`config.mk`:
```
export PLATFORM = sky130hd
export DESIGN_NAME = software_timer_table_top
export DESIGN_NICKNAME = d
export VERILOG_FILES = /design/src/sv/stt_pkg.sv /design/src/sv/stt_datapath.sv /design/src/sv/stt_ctrl.sv /design/src/sv/software_timer_table_top.sv
export VERILOG_INCLUDE_DIRS = /design/src /design/src/sv
export SDC_FILE = /design/constraint.sdc
export NUM_CORES = 1
export LEC_CHECK = 0
export BUFFER_PORTS_ARGS = -buffer_cell sky130_fd_sc_hd__buf_2
export CAP_MARGIN = 40
export CORE_UTILIZATION = 40
export DETAILED_ROUTE_END_ITERATION = 8
export HOLD_SLACK_MARGIN = 0.02
export PLACE_DENSITY = 0.58
export SKIP_LAST_GASP = 1
export SYNTH_ARGS = -nofsm -noshare
export SYNTH_HDL_FRONTEND = slang
export SYNTH_HIERARCHICAL = 1
export SYNTH_SLANG_ARGS = --single-unit
```
`constraint.sdc`:
```
create_clock -name clk -period 13.8 [get_ports clk]
set_clock_uncertainty 0.1 [all_clocks]
set_input_delay 2.76 -clock clk [delete_from_list [all_inputs] [get_ports clk]]
set_output_delay 2.76 -clock clk [all_outputs]
set_load 0.005 [all_outputs]
```
`src/sv/software_timer_table_top_macros.svh`:
```
// Assertion macros for the timer table top level.
// Needs clk and rst in the scope where a macro is used.
`ifndef SOFTWARE_TIMER_TABLE_TOP_MACROS_SVH
`define SOFTWARE_TIMER_TABLE_TOP_MACROS_SVH

// same-cycle implication
`define STT_ASSERT_NOW(label, ante, cons, msg) \
  label: assert property (@(posedge clk) disable iff (rst) (ante) |-> (cons)) \
    else $error(msg);

// next-cycle implication
`define STT_ASSERT_NEXT(label, ante, cons, msg) \
  label: assert property (@(posedge clk) disable iff (rst) (ante) |=> (cons)) \
    else $error(msg);

`endif

```
`src/sv/stt_pkg.sv`:
```
// Shared types and codes for the timer table.
// No dependencies.
package stt_pkg;

  localparam logic [2:0] OP_TICK   = 3'd0;
  localparam logic [2:0] OP_ADD    = 3'd1;
  localparam logic [2:0] OP_REMOVE = 3'd2;
  localparam logic [2:0] OP_RUN    = 3'd3;
  localparam logic [2:0] OP_FIND   = 3'd4;

  localparam int IDX_W = 6;

  typedef enum logic [1:0] {
    ST_IDLE,
    ST_READ,
    ST_EVAL,
    ST_FINISH
  } state_t;

  typedef struct packed {
    logic [7:0]  tid;
    logic [15:0] delay;
    logic [15:0] period;
  } entry_t;

  typedef struct packed {
    logic load;
    logic rd_en;
    logic slot_act;
    logic cnt_inc;
    logic final_emit;
  } cmd_t;

  typedef struct packed {
    logic op_known;
    logic slot_emit;
    logic slot_end;
    logic cnt_last;
    logic out_free;
  } sts_t;

endpackage

```
`src/sv/stt_datapath.sv`:
```
// Timer table datapath: slot memory, valid bits, scan counter, output word register.
// Depends on stt_pkg; driven by stt_ctrl commands.
module stt_datapath #(
  parameter int SLOTS = 8
) (
  input  logic                    clk,
  input  logic                    rst,
  input  stt_pkg::cmd_t           cmd,
  output stt_pkg::sts_t           sts,
  input  logic [2:0]              operation,
  input  logic [7:0]              task_id,
  input  logic [15:0]             initial_delay,
  input  logic [15:0]             reload_period,
  output logic                    rsp_valid,
  input  logic                    rsp_stall,
  output logic [7:0]              fired_id,
  output logic [stt_pkg::IDX_W-1:0] slot_index,
  output logic                    table_full,
  output logic                    match_found,
  output logic [15:0]             remaining_delay,
  output logic [15:0]             period_value,
  output logic                    last
);
  import stt_pkg::*;

  localparam int SLOT_W = (SLOTS > 1) ? $clog2(SLOTS) : 1;

  entry_t             mem [SLOTS];
  entry_t             rd_data;
  entry_t             wdata;
  logic [SLOTS-1:0]   valid;
  logic [SLOT_W-1:0]  cnt;
  logic [2:0]         op_q;
  logic [7:0]         id_q;
  logic [15:0]        dly_q;
  logic [15:0]        per_q;
  logic               hit;
  logic               cur_valid;
  logic               match;
  logic               fire;
  logic               slot_emit;
  logic               slot_end;
  logic               we;
  logic               set_v;
  logic               clr_v;
  logic               load_out;

  always_comb begin
    cur_valid = valid[cnt];
    match     = (id_q != 8'd0) && cur_valid && (rd_data.tid == id_q);
    fire      = cur_valid && (rd_data.delay == 16'd0);
    slot_emit = 1'b0;
    slot_end  = 1'b0;
    we        = 1'b0;
    set_v     = 1'b0;
    clr_v     = 1'b0;
    wdata     = rd_data;
    case (op_q)
      OP_TICK: begin
        if (cur_valid && (rd_data.delay != 16'd0)) begin
          we          = 1'b1;
          wdata.delay = rd_data.delay - 16'd1;
        end
      end
      OP_ADD: begin
        if (!cur_valid) begin
          slot_emit = 1'b1;
          slot_end  = 1'b1;
          if (id_q != 8'd0) begin
            we           = 1'b1;
            set_v        = 1'b1;
            wdata.tid    = id_q;
            wdata.delay  = dly_q;
            wdata.period = per_q;
          end
        end
      end
      OP_REMOVE: clr_v = match;
      OP_RUN: begin
        if (fire) begin
          slot_emit = 1'b1;
          if (rd_data.period == 16'd0) begin
            clr_v = 1'b1;
          end else begin
            we          = 1'b1;
            wdata.delay = rd_data.period;
          end
        end
      end
      OP_FIND: begin
        slot_emit = match;
        slot_end  = match;
      end
      default: ;
    endcase
  end

  always_comb begin
    sts.op_known  = op_q inside {[OP_TICK:OP_FIND]};
    sts.slot_emit = slot_emit;
    sts.slot_end  = slot_end;
    sts.cnt_last  = (cnt == SLOT_W'(SLOTS - 1));
    sts.out_free  = !rsp_valid || !rsp_stall;
    load_out      = (cmd.slot_act && slot_emit) || cmd.final_emit;
  end

  always_ff @(posedge clk) begin
    if (cmd.slot_act && we) begin
      mem[cnt] <= wdata;
    end
    if (cmd.rd_en) begin
      rd_data <= mem[cnt];
    end
  end

  always_ff @(posedge clk) begin
    if (cmd.load) begin
      id_q  <= task_id;
      dly_q <= initial_delay;
      per_q <= reload_period;
    end
  end

  always_ff @(posedge clk) begin
    if (rst) begin
      valid <= '0;
      cnt   <= '0;
      op_q  <= OP_TICK;
      hit   <= 1'b0;
    end else begin
      if (cmd.load) begin
        op_q <= operation;
        cnt  <= '0;
        hit  <= 1'b0;
      end else if (cmd.cnt_inc) begin
        cnt <= cnt + SLOT_W'(1);
      end
      if (cmd.slot_act) begin
        if (set_v) valid[cnt] <= 1'b1;
        if (clr_v) valid[cnt] <= 1'b0;
        if ((op_q == OP_REMOVE) && match) hit <= 1'b1;
      end
    end
  end

  always_ff @(posedge clk) begin
    if (rst) begin
      rsp_valid <= 1'b0;
    end else if (load_out) begin
      rsp_valid <= 1'b1;
    end else if (!rsp_stall) begin
      rsp_valid <= 1'b0;
    end
  end

  always_ff @(posedge clk) begin
    if (load_out) begin
      if (cmd.final_emit) begin
        fired_id        <= 8'd0;
        slot_index      <= '0;
        table_full      <= (op_q == OP_ADD);
        match_found     <= (op_q == OP_REMOVE) && hit;
        remaining_delay <= 16'd0;
        period_value    <= 16'd0;
        last            <= 1'b1;
      end else begin
        fired_id        <= (op_q == OP_RUN) ? rd_data.tid : 8'd0;
        slot_index      <= IDX_W'(cnt);
        table_full      <= 1'b0;
        match_found     <= (op_q == OP_FIND);
        remaining_delay <= (op_q == OP_FIND) ? rd_data.delay : 16'd0;
        period_value    <= (op_q == OP_FIND) ? rd_data.period : 16'd0;
        last            <= (op_q != OP_RUN);
      end
    end
  end

endmodule

```
`src/sv/stt_ctrl.sv`:
```
// Timer table controller: sequences accept, per-slot read and evaluate, closing word.
// Depends on stt_pkg; drives stt_datapath.
module stt_ctrl (
  input  logic          clk,
  input  logic          rst,
  input  logic          req_valid,
  output logic          req_stall,
  input  stt_pkg::sts_t sts,
  output stt_pkg::cmd_t cmd
);
  import stt_pkg::*;

  state_t state;
  state_t state_next;

  always_ff @(posedge clk) begin
    if (rst) begin
      state <= ST_IDLE;
    end else begin
      state <= state_next;
    end
  end

  always_comb begin
    state_next = state;
    case (state)
      ST_IDLE: begin
        if (req_valid) state_next = ST_READ;
      end
      ST_READ: begin
        state_next = sts.op_known ? ST_EVAL : ST_FINISH;
      end
      ST_EVAL: begin
        if (sts.slot_emit && !sts.out_free) begin
          state_next = ST_EVAL;
        end else if (sts.slot_emit && sts.slot_end) begin
          state_next = ST_IDLE;
        end else if (sts.cnt_last) begin
          state_next = ST_FINISH;
        end else begin
          state_next = ST_READ;
        end
      end
      ST_FINISH: begin
        if (sts.out_free) state_next = ST_IDLE;
      end
      default: state_next = ST_IDLE;
    endcase
  end

  always_comb begin
    cmd       = '0;
    req_stall = 1'b1;
    case (state)
      ST_IDLE: begin
        req_stall = 1'b0;
        cmd.load  = req_valid;
      end
      ST_READ: cmd.rd_en = sts.op_known;
      ST_EVAL: begin
        cmd.slot_act = !sts.slot_emit || sts.out_free;
        cmd.cnt_inc  = cmd.slot_act && !(sts.slot_emit && sts.slot_end) && !sts.cnt_last;
      end
      ST_FINISH: cmd.final_emit = sts.out_free;
      default: ;
    endcase
  end

endmodule

```
`src/sv/software_timer_table_top.sv`:
```
// Timer table top level: controller plus datapath, with checks.
// Depends on stt_pkg, stt_ctrl, stt_datapath and the assertion macro header.
//
// Usage:
//   Request channel (req_valid / req_stall) takes one operation word:
//   operation, task_id, initial_delay, reload_period. Response channel
//   (rsp_valid / rsp_stall) returns result words; the final word of each
//   request has last set. Run returns one word per fired slot, then a
//   closing word.
//   A request is taken only while no earlier request is in work; the
//   response register keeps the previous final word meanwhile.
//   Sequence: an accept state, then per slot a memory read state and an
//   evaluate-and-write-back state, then a state for the closing word.
//   Add and find stop at the slot that answers; unknown codes skip the
//   slot scan and go straight from the read state to the closing word.
//   The slot scan through the single-port slot memory sets how long a request takes.
//   A stalled response holds the scan at the slot that wants to emit.
//   Reset empties the table at once; slot contents are not cleared.
`include "software_timer_table_top_macros.svh"

module software_timer_table_top #(
  parameter int SLOTS = 8
) (
  input  logic        clk,
  input  logic        rst,
  input  logic        req_valid,
  output logic        req_stall,
  input  logic [2:0]  operation,
  input  logic [7:0]  task_id,
  input  logic [15:0] initial_delay,
  input  logic [15:0] reload_period,
  output logic        rsp_valid,
  input  logic        rsp_stall,
  output logic [7:0]  fired_id,
  output logic [5:0]  slot_index,
  output logic        table_full,
  output logic        match_found,
  output logic [15:0] remaining_delay,
  output logic [15:0] period_value,
  output logic        last
);
  import stt_pkg::*;

  cmd_t cmd;
  sts_t sts;

  stt_ctrl u_ctrl (
    .clk       (clk),
    .rst       (rst),
    .req_valid (req_valid),
    .req_stall (req_stall),
    .sts       (sts),
    .cmd       (cmd)
  );

  stt_datapath #(
    .SLOTS (SLOTS)
  ) u_dp (
    .clk             (clk),
    .rst             (rst),
    .cmd             (cmd),
    .sts             (sts),
    .operation       (operation),
    .task_id         (task_id),
    .initial_delay   (initial_delay),
    .reload_period   (reload_period),
    .rsp_valid       (rsp_valid),
    .rsp_stall       (rsp_stall),
    .fired_id        (fired_id),
    .slot_index      (slot_index),
    .table_full      (table_full),
    .match_found     (match_found),
    .remaining_delay (remaining_delay),
    .period_value    (period_value),
    .last            (last)
  );

  `STT_ASSERT_NEXT(a_busy_after_accept, req_valid && !req_stall, req_stall, "accept did not start work")
  `STT_ASSERT_NOW(a_emit_into_free, (cmd.slot_act && sts.slot_emit) || cmd.final_emit, sts.out_free, "word written over held response")
  `STT_ASSERT_NEXT(a_idle_after_final, cmd.final_emit, !req_stall, "closing word did not return to idle")
  `STT_ASSERT_NOW(a_final_no_fire, rsp_valid && last, fired_id == 8'd0, "final word carries a fired id")

endmodule

```
# [Yosys cells after proc, flatten, opt, wreduce, memory -nomap -nowiden]
# Memories as Yosys holds them, arrays and structs flattened. A register that Yosys moved wholly into a read port is not among the register bits.
# Cells that the tools add are included.
# Widths: inputs -> output; s select.
[op_classes] muxes=50 order_cmp=4 n_eq_ne=13 n_reduce_logical=33 bitwise=5 add_sub_neg=2
[ops] op="$mux 40" n=2
[ops] op="$mux 16" n=4
[ops] op="$pmux 16 s3" n=1
[ops] op="$mux 8" n=5
[ops] op="$logic_not 16->1" n=2
[ops] op="$mux 1" n=25
[ops] op="$reduce_bool 16->1" n=1
[ops] op="$sub 16x1->16 const B" n=1
[ops] op="$logic_and 1x1->1" n=14
[ops] op="$mux 2" n=6
[ops] op="$and 8x8->8" n=1
[ops] op="$eq 8x8->1" n=1
[ops] op="$not 8->8" n=1
[ops] op="$or 8x8->8" n=1
[ops] op="$pmux 2 s4" n=1
[ops] op="$reduce_bool 8->1" n=1
[ops] op="$eq 3x2->1 const B" n=2
[ops] op="$eq 3x3->1 const B" n=2
[ops] op="$ge 3x1->1 const B" n=2
[ops] op="$logic_not 1->1" n=6
[ops] op="$pmux 1 s3" n=2
[ops] op="$reduce_or 2->1" n=3
[ops] op="$eq 2x2->1 const B" n=2
[ops] op="$lt 3x4->1 const B" n=1
[ops] op="other kinds (15)" n=20
[totals] memories=1 register_bits=107 mem_bits_rw=320 out_inout_bits=51 in_bits=47
[mem_list] memory="u_dp.mem" words=8 word_bits=40 read_ports=1 rd_clocked_by_memory_dff=1 wr=1 line="stt_datapath.sv:28" rtl="entry_t mem [SLOTS];"

# [Logic depth before layout (Yosys ltp)]
# Gate-level depths: netlist of run 1.
[depth] ltp_word=14 depth_mapped=15 mapped_depth_nobuf=11

# [Hierarchy]
# Netlist of run 1, hierarchy kept.
[by_module_without_submodules] module="stt_datapath" area_each_um2=17675.7 seq_area_each_um2=13713.2 cells_per_inst=1087 n_inst=1
[by_module_without_submodules] module="stt_ctrl" area_each_um2=182.7 seq_area_each_um2=40.0 cells_per_inst=24 n_inst=1

# [Worst setup path before layout of run 1]
# OpenSTA, ideal clock, no wires.
[synth_path] path_type="input to register" startpoint="input rsp_stall" endpoint="memory u_dp/mem[0][0] in the netlist's numbering (enable)" setup_slack_ps=6840 path_stages=6 path_buffers=0 t_arrival_ps=6373 required_ps=13213 cell_sequence="nand2_1 -> nand2b_2 -> and3_4 -> nand2b_1 -> a211o_1 -> nor3_1"
[synth_rtl] element="start, declared" line="software_timer_table_top.sv:33" rtl="input logic rsp_stall,"
[synth_rtl] element="end, declared" line="stt_datapath.sv:28"

==> out/metrics.cfg, run 1 <==
[power_and_ir_drop]
power_density_nw_per_um2=143
power.internal_mw=2.32
clock_power_share_pct=41.9
p_comb_share_pct=3.7
leakagePower_nw=6.54
netSwitchingPower_uw=621
max-vdd-ir-drop_v=0.0000829
seqPwrFrac_pct=54.4
switching_share_pct=21.1

[synth]
syn_inst=1111
synth_edf_count=446
synthArstFlopShare_pct=0
synth-seq-cells=464
yosysWarnings=6
yosysSeqAreaShare_pct=77.0
avgSynthCellArea_um2=16.1
synth-main-ff-cell=edfxtp_1
syn_area_um2=17900
synth.distinct_cells=75

[timing]
fmax_ghz=0.217
finalSetupViolations=0
hold_viol_final=0
fin_crit_ns=4.61
setup_tns_ns=0
slew_headroom_pct=42.6
slew_violations=0
min_period_over_period_pct=33.4
hold_ws_ns=0.375
worstMarginPinSlew_ns=0.861
setup_ws_ns=9.19
rsz0062_at_grt=no

[route]
drtIter0Drc=1006
firstDrtPassIters=5
avgViaCountPerCell=5.71
post_drt_wl_per_cell_um=23.9
drc=0
vias=10500
ant_nets=0
routed_wl_um=44100

[placed_design]
numPortBuffers=94
gp_congestion=0.886
place_ws_ns=8.59
dpl.hpwl_um=25600

[floorplanning]
top_level_ports=98
die_h_um=213
initial_core_util_pct=40.5
die_w_um=213
dieArea_um2=45500
row_count=77
core_area_um2=44100

[critical_path]
required_ns=13.91
cpMaxStageDelayCell=buf_4
crit_fanout=40
cp.arrival_ns=4.72
crit_path_max_incr_delay_ns=0.62
path_class=in2reg
r2r_end=u_dp/mem[5][4]
r2r_start=u_dp/cnt[2]
startpoint_type=input pin
r2r_cells=11
ff2ff_setup_slack_ns=9.36
crit_chain=buf_2 -> nand2_1 -> nand2b_2 -> and3_4 -> nand2b_1 -> a211o_1 -> nor3_2 -> buf_4
worstSetupEndpointType=flop

[layout]
area_growth_pct=15.3
diodes=0
drive_gt1_share_pct=18.4
nets=1267

[cts]
clk_pin_slew_ns=0.06
worstSkewPairLatency_ns=0.58
cts_hold_buffers=0
cts_buffers=47
cts_root_buffer=clkbuf_16
cts_tree=built
cts_sinks=464
cts_max_level=2
clk_path_buf_depth=3
cts_setup_buffers=0
cts_resized=0

[global_routing]
antenna_found_initial=0
grt_usage_pct=19.8
grt_pass1_wl_um=65600
grt_max_degree=48
grt_pass1_vias=10400
gr-total-overflow=0

[worst_hold_path]
hold_path_class=reg2reg
hold_end=u_dp/hit
min_path_cells=2
min-delay-start=u_dp/hit

[flow_run]
max_cap_viol_count=0

[status]
outcome=completed

per-layer routing:
metal	track usage [%]	part of all wire, %	up-vias
met1	27.3	44	5322
li1	-	-	4715
met4	6.60	2.4	0
met2	31.8	47	414
met5	0	0	-
met3	3.09	6.8	63
synthesized netlist by cell type, drive strengths merged, types with 3 or more instances:
cell,n,area share [%]
or4,7,0.32
a221o,4,0.22
nand3b,3,0.13
nand2b,9,0.33
o21ai,8,0.27
inv,8,0.17
xnor2,14,0.69
nand3,9,0.25
clkbuf,50,1.1
nor4,16,0.63
mux2i,10,0.56
a22oi,167,7.0
nor2,29,0.61
ha,3,0.21
or3,7,0.25
o311ai,4,0.20
a21oi,17,0.48
or2,5,0.18
edfxtp,446,75
and3,12,0.46
and2,37,1.3
nand4,49,1.7
a222oi,3,0.17
nor3,19,0.53
buf,18,0.66
nand2,74,1.6
nor2b,3,0.11
dfxtp,18,2.0
a211oi,9,0.41
a31oi,8,0.28
a22o,12,0.59
cell usage in the layout, fill, tap and decap left out, drive strengths merged, types with 10 or more instances in the layout:
cell type,synthesis,routed
nor2,29,29
xnor2,14,14
edfxtp,446,446
dfxtp,18,18
a22oi,167,167
a21oi,17,17
and2,37,37
nand4,49,49
buf,18,123
clkinv,1,15
inv,8,10
clkbuf,50,56
nor3,19,19
nor4,16,16
and3,12,12
mux2i,10,10
nand2,74,74
a22o,12,12
worst max-delay path, delay by kind of cell:
| kind | cells | cell delay, ns |
|---|---|---|
| AO/OA/AOI/OAI | 1 | 0.44 |
| buffers and inverters | 2 | 0.71 |
| AND/OR/NAND/NOR | 5 | 0.77 |
state kept, by name (all words and copies together), names as in the netlist:
| register | cells |
|---|---|
| u_dp/slot_index | 3 |
| u_dp/fired_id | 8 |
| u_dp/match_found | 1 |
| u_dp/table_full | 1 |
| u_dp/cnt | 3 |
| u_dp/remaining_delay | 16 |
| u_dp/period_value | 16 |
| u_dp/valid | 8 |
| u_dp/per_q | 16 |
| u_dp/rd_data | 40 |
| u_dp/rsp_valid | 1 |
| u_dp/id_q | 8 |
| u_dp/last | 1 |
| u_dp/hit | 1 |
| u_dp/op_q | 3 |
| u_dp/mem | 320 |
| u_dp/dly_q | 16 |
| u_ctrl/state | 2 |
power by group through the flow:
| stage | clock network [mW] | logic [mW] | registers [mW] |
|---|---|---|---|
| after floorplan | 0 | 0.0679 | 1.62 |
| after global placement | 0 | 0.105 | 1.63 |
| after detailed placement | 0 | 0.108 | 1.63 |
| after CTS | 1.26 | 0.109 | 1.60 |
| after global routing | 1.31 | 0.121 | 1.60 |
| final | 1.24 | 0.109 | 1.60 |
cell type report:
type | count | area [µm²]
tap | 592 | 741
clock buffer | 56 | 1270
inverter | 9 | 33.8
timing repair buffer | 123 | 691
multi-input combinational | 572 | 3890
clock inverter | 24 | 216
sequential | 464 | 13800
fill | 3863 | 23500
kinds of logic after synthesis:
| kind of cell | share of synthesized area, % |
|---|---|
| AOI/OAI and AO/OA | 10.7 |
| xor gates and xnor gates | 0.736 |
| and+or+nand+nor | 8.74 |
| buffers and inverters | 1.91 |
| adders and majority gates | 0.210 |
| other | 0.0210 |
| muxes | 0.687 |
| DFF | 77.0 |
metrics by stage:
step | area (µm²) | total power, mW | std cells | util [%]
final | 20600 | 2.95 | 1840 | 46.7
after global routing | 20600 | 3.03 | 1840 | 46.7
after CTS | 20600 | 2.97 | 1839 | 46.7
after detailed placement | 19100 | 1.74 | 1759 | 43.3
after global placement | 19100 | 1.74 | 1755 | 43.2
after floorplan | 17900 | 1.69 | 1113 | -
worst max path at each step:
stage,startpoint,endpoint
floorplan,rsp_stall,u_dp/mem[0][0]
global placement,rsp_stall,u_dp/mem[5][11]
detailed placement,rsp_stall,u_dp/mem[5][11]
CTS,rsp_stall,u_dp/mem[5][0]
global route,u_dp/cnt[2],u_dp/mem[5][4]
finish,rsp_stall,u_dp/mem[5][4]
No activity file was read; power rests on OpenSTA's default activity.
==> run 2: changes to the inputs <==
==> constraint.sdc (replaced) <==
create_clock -name clk -period 4.45 [get_ports clk]
set_clock_uncertainty 0.1 [all_clocks]
set_input_delay 0.89 -clock clk [delete_from_list [all_inputs] [get_ports clk]]
set_output_delay 0.89 -clock clk [all_outputs]
set_load 0.005 [all_outputs]
==> out/metrics.cfg, run 2 (synthesis gave the netlist of run 1 again) <==
[critical_path]
crit_fanout=24  ; was 40
cpMaxStageDelayCell=o22ai_1  ; was buf_4
ff2ff_setup_slack_ns=0.54  ; was 9.36 ns
startpoint_type=flop  ; was input pin
cp.arrival_ns=4.04  ; was 4.72 ns
crit_chain=nand2_1 -> o22ai_1 -> nor3_1 -> a31oi_1 -> o21ai_2 -> nand2b_2 -> and3_4 -> nand2b_1 -> a211o_1 -> nor3_4 -> buf_4  ; was buf_2 -> nand2_1 -> nand2b_2 -> and3_4 -> nand2b_1 -> a211o_1 -> nor3_2 -> buf_4
path_class=reg2reg  ; was in2reg
crit_path_max_incr_delay_ns=0.59  ; was 0.62 ns
worstSetupEndpointType=flop  ; unchanged
required_ns=4.58  ; was 13.91 ns

[flow_run]
max_cap_viol_count=0  ; unchanged

[floorplanning]
die_w_um=213  ; unchanged
initial_core_util_pct=40.5  ; unchanged
die_h_um=213  ; unchanged
core_area_um2=44100  ; unchanged
row_count=77  ; unchanged
top_level_ports=98  ; unchanged
dieArea_um2=45500  ; unchanged

[layout]
nets=1292  ; was 1,267
final_common_cell=edfxtp_1  ; unchanged
largest-register=u_dp/mem  ; unchanged
top_regs=u_dp/mem x320, u_dp/rd_data x40  ; unchanged
final_cells=1873  ; was 1,840
fill_cells=3845  ; was 3,863
diodes=0  ; unchanged
largest_reg_flops=320  ; unchanged
final_cell_mix=446 x edfxtp_1, 167 x a22oi_1, 95 x buf_2, 74 x nand2_1  ; was 446 x edfxtp_1, 167 x a22oi_1, 98 x buf_2, 74 x nand2_1
drive_gt1_share_pct=19.8  ; was 18.4%
area_growth_pct=17.7  ; was 15.3%

[route]
vias=10800  ; was 10,500
avgViaCountPerCell=5.75  ; was 5.71
ant_nets=0  ; unchanged
post_drt_wl_per_cell_um=25.1  ; was 23.9 µm
firstDrtPassIters=5  ; unchanged
drc=0  ; unchanged
routed_wl_um=47000  ; was 44,100 µm
drtIter0Drc=1008  ; was 1,006

[global_routing]
grt_pass1_vias=10700  ; was 10,400
antenna_found_initial=1  ; was 0
grt_pass1_wl_um=69800  ; was 65,600 µm
grt_usage_pct=21.1  ; was 19.8%
grt_max_degree=41  ; was 48
gr-total-overflow=0  ; unchanged

[cts]
worstSkewPairLatency_ns=0.59  ; was 0.58 ns
cts_resized=0  ; unchanged
cts_buffers=49  ; was 47
clk_path_buf_depth=3  ; unchanged
cts_sinks=464  ; unchanged
cts_root_buffer=clkbuf_16  ; unchanged
cts_setup_buffers=0  ; unchanged
clk_pin_slew_ns=0.06  ; about the same
cts_hold_buffers=0  ; unchanged
cts_tree=built  ; unchanged
cts_max_level=2  ; unchanged

[placed_design]
place_ws_ns=0.572  ; was 8.59 ns
gp_congestion=0.951  ; was 0.886
numPortBuffers=94  ; unchanged
dpl.hpwl_um=29700  ; was 25,600 µm
dp.cells=1783  ; was 1,759

[timing]
finalSetupViolations=0  ; unchanged
rsz0062_at_grt=no  ; unchanged
min_period_over_period_pct=87.9
fmax_ghz=0.256
worstMarginPinSlew_ns=0.847  ; was 0.861 ns
slew_headroom_pct=43.4  ; was 42.6%
hold_viol_final=0  ; unchanged
setup_ws_ns=0.537  ; was 9.19 ns
fin_crit_ns=3.91
slew_violations=0  ; unchanged

[power_and_ir_drop]
max-vdd-ir-drop_v=0.000274  ; was 0.0000829 V
power_density_nw_per_um2=442  ; was 143 nW/µm²
leakagePower_nw=6.76  ; was 6.54 nW

[worst_hold_path]
hold_path_class=in2reg  ; was reg2reg

[status]
outcome=completed  ; unchanged

## run 2: worst paths after layout
kind                                       start         endpoint  cells after the start
worst min-delay path            reload_period[2]    u_dp/per_q[2]                      1
worst max register to register       u_dp/cnt[2]  u_dp/mem[6][18]                     11
worst min register to register          u_dp/hit         u_dp/hit                      2
worst max-delay path                 u_dp/cnt[2]  u_dp/mem[6][18]                     11
## run 2: cell type report
cell class                 instances  area, µm²  share of cell area [%]
sequential                       464      13800                    65.4
multi-input combinational        572       3940                    18.7
clock buffer                      61       1270                    6.05
timing repair buffer             146        998                    4.75
tap                              592        741                    3.52
clock inverter                    29        284                    1.35
inverter                           9       33.8                   0.161
## run 2: worst max-delay path, delay by kind of cell, from the launching register on
family / cells / cell delay (ns)
buf+inv: 1 / 0.39
flops: 1 / 0.47
compound gates: 4 / 1.53
simple gates: 6 / 1.03
## run 2: power by group
group,internal [mW],total (mW),switching [mW]
Clock,2.32,3.95,1.63
Combinational,0.116,0.383,0.267
Sequential,4.90,4.96,0.0570
Total,7.34,9.29,1.95
## run 2: layer usage
metal | routed length (µm) | global-route usage, % | vias to the layer above
li1 | - | - | 4768
met1 | 20600 | 29.9 | 5444
met2 | 21800 | 33.1 | 471
met3 | 3260 | 2.91 | 81
met4 | 1300 | 7.64 | 0
met5 | 0 | 0 | -
## run 2: stage by stage
stage | setup TNS, ns | utilization, % | power (mW) | cell area, µm² | hold WS [ns]
CTS | 0 | 47.6 | 9.39 | 21000 | 0.338
finish | 0 | 47.6 | 9.29 | 21000 | 0.375
global route | 0 | 47.6 | 9.57 | 21000 | 0.355
detailed placement | 0 | 44.1 | 5.43 | 19500 | 0.387
global placement | 0 | 44.0 | 5.41 | 19400 | 0.358
floorplan | -46.39 | - | 5.23 | 17900 | 0.346
